<file path="src/rtl/salru_pkg.sv">
`timescale 1ns / 1ps

package salru_pkg;

    localparam int ADDR_W     = 24;
    localparam int MAX_WAYS   = 8;
    localparam int WAY_W      = $clog2(MAX_WAYS);
    localparam int WAYS_W     = 4;
    localparam int MAX_SETS   = 1024;
    localparam int SET_W      = $clog2(MAX_SETS);
    localparam int TAG_W      = ADDR_W;
    localparam int STAMP_W    = 32;
    localparam int OFFW_W     = 5;
    localparam int IDXW_W     = 4;
    localparam int SPLIT_W    = 6;
    localparam int CFG_IDX_W  = 2;
    localparam int CFG_DATA_W = 5;

    localparam logic [OFFW_W-1:0] OFFSET_WIDTH_RST = 5'd2;
    localparam logic [IDXW_W-1:0] INDEX_WIDTH_RST  = 4'd6;
    localparam logic [WAYS_W-1:0] WAYS_IN_USE_RST  = 4'd1;

    localparam logic OP_LOAD  = 1'b0;
    localparam logic OP_STORE = 1'b1;

    typedef enum logic [CFG_IDX_W-1:0] {
        CFG_OFFSET_WIDTH = 2'd0,
        CFG_INDEX_WIDTH  = 2'd1,
        CFG_WAYS_IN_USE  = 2'd2
    } cfg_reg_t;

    typedef enum logic [2:0] {
        ST_CLEAR,
        ST_IDLE,
        ST_LOOKUP,
        ST_SCAN,
        ST_WRITE
    } state_t;

    typedef struct packed {
        logic              op;
        logic [ADDR_W-1:0] address;
    } in_item_t;

    typedef struct packed {
        logic             hit;
        logic [WAY_W-1:0] way;
        logic             filled;
    } out_item_t;

    typedef struct packed {
        logic               valid;
        logic [TAG_W-1:0]   tag;
        logic [STAMP_W-1:0] stamp;
    } way_entry_t;

    typedef way_entry_t [MAX_WAYS-1:0] set_row_t;

    typedef struct packed {
        logic clear;
        logic capture;
        logic lookup;
        logic scan;
        logic commit;
    } cmd_t;

    typedef struct packed {
        logic clear_last;
        logic lk_hit;
        logic is_store;
        logic one_way;
        logic scan_last;
        logic out_free;
    } status_t;

    // Invalid ways take part in the victim search with an age of zero.
    function automatic logic [STAMP_W-1:0] eff_stamp(input way_entry_t e);
        return e.valid ? e.stamp : '0;
    endfunction

endpackage

</file>
<file path="src/rtl/salru_ctrl.sv">
`timescale 1ns / 1ps

module salru_ctrl (
    input  logic               clk,
    input  logic               rst_n,
    input  logic               in_valid,
    output logic               in_ready,
    input  salru_pkg::status_t status,
    output salru_pkg::cmd_t    cmd
);

    salru_pkg::state_t state_reg;
    salru_pkg::state_t state_next;

    always_ff @(posedge clk or negedge rst_n)
    begin
        if (!rst_n)
        begin
            state_reg <= salru_pkg::ST_CLEAR;
        end
        else
        begin
            state_reg <= state_next;
        end
    end

    always_comb
    begin
        state_next = state_reg;
        case (state_reg)
            salru_pkg::ST_CLEAR:
            begin
                if (status.clear_last)
                begin
                    state_next = salru_pkg::ST_IDLE;
                end
            end
            salru_pkg::ST_IDLE:
            begin
                if (in_valid)
                begin
                    state_next = salru_pkg::ST_LOOKUP;
                end
            end
            salru_pkg::ST_LOOKUP:
            begin
                // Only a load miss over more than one way needs the victim search.
                if (!status.lk_hit && !status.is_store && !status.one_way)
                begin
                    state_next = salru_pkg::ST_SCAN;
                end
                else
                begin
                    state_next = salru_pkg::ST_WRITE;
                end
            end
            salru_pkg::ST_SCAN:
            begin
                if (status.scan_last)
                begin
                    state_next = salru_pkg::ST_WRITE;
                end
            end
            salru_pkg::ST_WRITE:
            begin
                if (status.out_free)
                begin
                    state_next = salru_pkg::ST_IDLE;
                end
            end
            default:
            begin
                state_next = salru_pkg::ST_CLEAR;
            end
        endcase
    end

    always_comb
    begin
        in_ready    = 1'b0;
        cmd         = '0;
        case (state_reg)
            salru_pkg::ST_CLEAR:
            begin
                cmd.clear = 1'b1;
            end
            salru_pkg::ST_IDLE:
            begin
                in_ready    = 1'b1;
                cmd.capture = in_valid;
            end
            salru_pkg::ST_LOOKUP:
            begin
                cmd.lookup = 1'b1;
            end
            salru_pkg::ST_SCAN:
            begin
                cmd.scan = 1'b1;
            end
            salru_pkg::ST_WRITE:
            begin
                cmd.commit = status.out_free;
            end
            default:
            begin
                in_ready = 1'b0;
            end
        endcase
    end

endmodule

</file>
<file path="config.mk">
export PLATFORM = sky130hd
export DESIGN_NAME = salru_ctrl
export DESIGN_NICKNAME = d
export VERILOG_FILES = /design/src/rtl/salru_pkg.sv /design/src/rtl/salru_ctrl.sv
export SDC_FILE = /design/constraint.sdc
export NUM_CORES = 1
export LEC_CHECK = 0
export BUFFER_PORTS_ARGS = -buffer_cell sky130_fd_sc_hd__buf_2
export CAP_MARGIN = 20
export CORE_AREA = 2 2 39 41
export CTS_BUF_LIST = sky130_fd_sc_hd__clkbuf_8
export DETAILED_ROUTE_END_ITERATION = 7
export DIE_AREA = 0 0 41 43
export SLEW_MARGIN = 10
export SYNTH_ARGS = -nofsm -noshare
export SYNTH_HDL_FRONTEND = slang
export SYNTH_SLANG_ARGS = --single-unit
</file>
<file path="constraint.sdc">
create_clock -name clk -period 1.2 [get_ports clk]
set_input_delay 0.06 -clock clk [delete_from_list [all_inputs] [get_ports clk]]
set_output_delay 0.06 -clock clk [all_outputs]
set_load 0.005 [all_outputs]
</file>
==> flow_metrics.env <==
export IMPL_switching_power_uw=447
export IMPL_fp_coreArea_mm2=0.00138
export IMPL_r2r_end="state_reg[0]"
export IMPL_dr_wl_met2_um=405
export IMPL_p_leak_nw=0.228
export IMPL_setup_violations=0
export IMPL_grt_pass1_vias=285
export IMPL_grt_max_degree=9
export IMPL_cp_arrival_ps=1130
export IMPL_cts_sinks=3
export IMPL_synth_cells=30
export IMPL_endpoint_kind="primary output"
export IMPL_synth_area_um2=287
export IMPL_ys_seq_elements=3
export IMPL_finalHoldViolCount=0
export IMPL_crit_chain="nor3b_4 -> and2_1 -> buf_2"
export IMPL_fmax_mhz=840
export IMPL_drv_slew=0
export IMPL_drive_above_1_share_pct=66.0
export IMPL_period_share_pct=99.2
export IMPL_path_buf_inv=1
export IMPL_p_sw_share_pct=36.7
export IMPL_ioPinCount=15
export IMPL_n_antenna_cell=0
export IMPL_synthTopCellsByCount="3 x buf_6, 3 x dfrtp_1"
export IMPL_yosysSeqAreaShare_pct=26.2
export IMPL_pwr_share_clk_pct=23.8
export IMPL_routed_top_layer="met4"
export IMPL_ys_async_sr_fraction_pct=100
export IMPL_startpoint_type="flip-flop"
export IMPL_hold_path_class="in2reg"
export IMPL_yosysTopAreaCellShare_pct=26.2
export IMPL_drt_iter0_drc=1
export IMPL_crit_type="reg2out"
export IMPL_rr_startpoint="state_reg[1]"
export IMPL_r2r_cells=4
export IMPL_detailroute_via_count=305
export IMPL_final_nets=63
export IMPL_dp_cells=57
export IMPL_place_ws_ps=93.6
export IMPL_crit_path_max_fanout=7
export IMPL_largest_register_ffs=3
export IMPL_holdPathEnd="state_reg[2]"
export IMPL_met1Wirelength_um=292
export IMPL_viasPerCell=4.42
export IMPL_seqPwrFrac_pct=22.4
export IMPL_grt_first_pass_wirelength_um=1200
export IMPL_dp_hpwl_um=472
export IMPL_track_usage_pct=10.8
export IMPL_synth_edff_count=0
export IMPL_whs_path_depth=2
export IMPL_fin_crit_ps=1190
export IMPL_cap_violations=0
export IMPL_power_frac_comb_pct=53.9
export IMPL_yosys_warnings=0
export IMPL_start_util_pct=20.7
export IMPL_route_detailed_drc=0
export IMPL_fp_dieArea_mm2=0.00176
export IMPL_slowest_delay_ps=470
export IMPL_avgSynthCellArea_um2=9.55
export IMPL_tritoncts="yes"
export IMPL_synth_largest_area_cell="dfrtp_1"
export IMPL_stdcell_count=69
export IMPL_root_buffer="clkbuf_8"
export IMPL_die_w_um=41
export IMPL_tightestPinTransition_ps=244
export IMPL_ant_nets=0
export IMPL_die_h_um=43
export IMPL_wl_um=759
export IMPL_routed_wl_met3_um=47
export IMPL_cts_buffers=3
export IMPL_critical_path_top_delay_family="flip-flops"
export IMPL_clk_latency_ps=220
export IMPL_synth_nets=39
export IMPL_cts_clk_slew_worst_paths_ps=30
export IMPL_grt_ovfl_total=0
export IMPL_rsz0062_at_grt="true"
export IMPL_irDropWorstVdd_mv=0.723
export IMPL_routedWlPerCell_um=11.0
export IMPL_clockBufferDepth=2
export IMPL_ys_top_cells_by_area="dfrtp_1 26%, buf_6 12%, nor3b_4 6.6%, nand3b_1 5.2%, o2111ai_2 5.2%"
export IMPL_crit_required_ps=1140
export IMPL_ys_flop_type="dfrtp_1"
export IMPL_antenna_found_initial=0
export IMPL_area_growth_pct=65.9
export IMPL_htreeDepth=1
export IMPL_finClkSkew_ps=1.08
export IMPL_hold_start="status[0]"
export IMPL_rows=14
export IMPL_r2r_setup_slack_ps=30
export IMPL_power_density_mw_per_mm2=2570
export IMPL_synth_cell_types=22
export IMPL_setup_slack_ps=9.29
export IMPL_dr_pass1_iters=2
export IMPL_place_gp_congestion=0.845
export IMPL_worst_path_max_delay_cell="dfrtp_2"
export IMPL_port_buffers=14
export IMPL_slew_headroom_pct=83.6
export IMPL_status="finished, final reports clean"
export IMPL_p_int_uw=773
## per-layer routing
layer	global-route usage, %	vias up
li1	-	153
met1	12.7	139
met2	14.7	10
met3	4.71	3
met4	8.00	0
met5	0	-
## final cells by class
type / count / area (µm²)
tap: 16 / 20.0
clock inverter: 1 / 3.75
timing repair buffer: 22 / 133
clock buffer: 3 / 41.3
fill: 157 / 908
multi-input combinational: 23 / 195
sequential: 3 / 78.8
inverter: 1 / 3.75
## power by group through the flow
stage | combinational [mW] | clock, mW | sequential, mW
6_report | 0.657 | 0.290 | 0.273
5_1_grt | 0.728 | 0.301 | 0.285
4_1_cts | 0.546 | 0.291 | 0.284
3_5_place_dp | 0.406 | 0 | 0.292
3_3_place_gp | 0.401 | 0 | 0.289
2_1_floorplan | 0.478 | 0 | 0.170
## placed cells by master (no fill, tap or decap)
master / instances
a21oi_1: 1
a22oi_2: 1
and2_1: 2
and3b_1: 1
buf_2: 14
buf_4: 7
clkbuf_8: 3
dfrtp_2: 3
dlygate4sd3_1: 1
inv_1: 2
nand2_1: 1
nand2b_1: 2
nand3_2: 1
nand3b_1: 2
nor2_1: 1
nor2_4: 1
nor2b_1: 1
nor2b_4: 1
nor3_1: 1
nor3_2: 1
nor3b_4: 1
nor4_2: 1
o2111ai_2: 1
o211ai_1: 1
o21ai_1: 1
o22ai_1: 1
## worst register-to-register path: stages, from the launching register on
cell and delay [ps]:
dfrtp_2 470, buf_4 170, nor2b_4 120, a22oi_2 140, o2111ai_2 130
## how the worst max path moves through the flow
| stage | startpoint | to | slack, ps | cells past startpoint |
|---|---|---|---|---|
| finish | state_reg[1] | cmd[3] | 9 | 3 |
| global placement | state_reg[0] | cmd[3] | 120 | 3 |
| CTS | state_reg[1] | cmd[3] | -6 | 3 |
| detailed placement | state_reg[1] | state_reg[0] | 90 | 3 |
| global route | state_reg[1] | cmd[3] | -50 | 3 |
| floorplan | state_reg[0] | state_reg[2] | 230 | 3 |
## what timing repair did
action,4_1_cts,5_1_grt
buffers inserted,4,3
hold buffers,1,0
gates resized for setup,4,3
setup endpoints to repair,3,5
hold endpoints to repair,3,0
## cell families after synthesis
kind of cell           share of synthesized area, %
flip-flops                                     26.2
AND/OR/NAND/NOR                                42.8
AO/OA/AOI/OAI                                  17.9
buffers and inverters                          13.1
## stage by stage
| step | util (%) | hold WS, ps | setup TNS, ps | total power, mW | instance area [µm²] |
|---|---|---|---|---|---|
| after CTS | 31.6 | 48.3 | -6.32 | 1.12 | 437 |
| after global placement | 24.8 | -142 | 0 | 0.690 | 343 |
| after global routing | 34.4 | 80.4 | -115 | 1.31 | 475 |
| after floorplan | - | -236 | 0 | 0.648 | 287 |
| final | 34.4 | 69.4 | 0 | 1.22 | 475 |
| after detailed placement | 24.8 | -143 | 0 | 0.698 | 343 |
No activity file was read; power rests on OpenSTA's default activity.
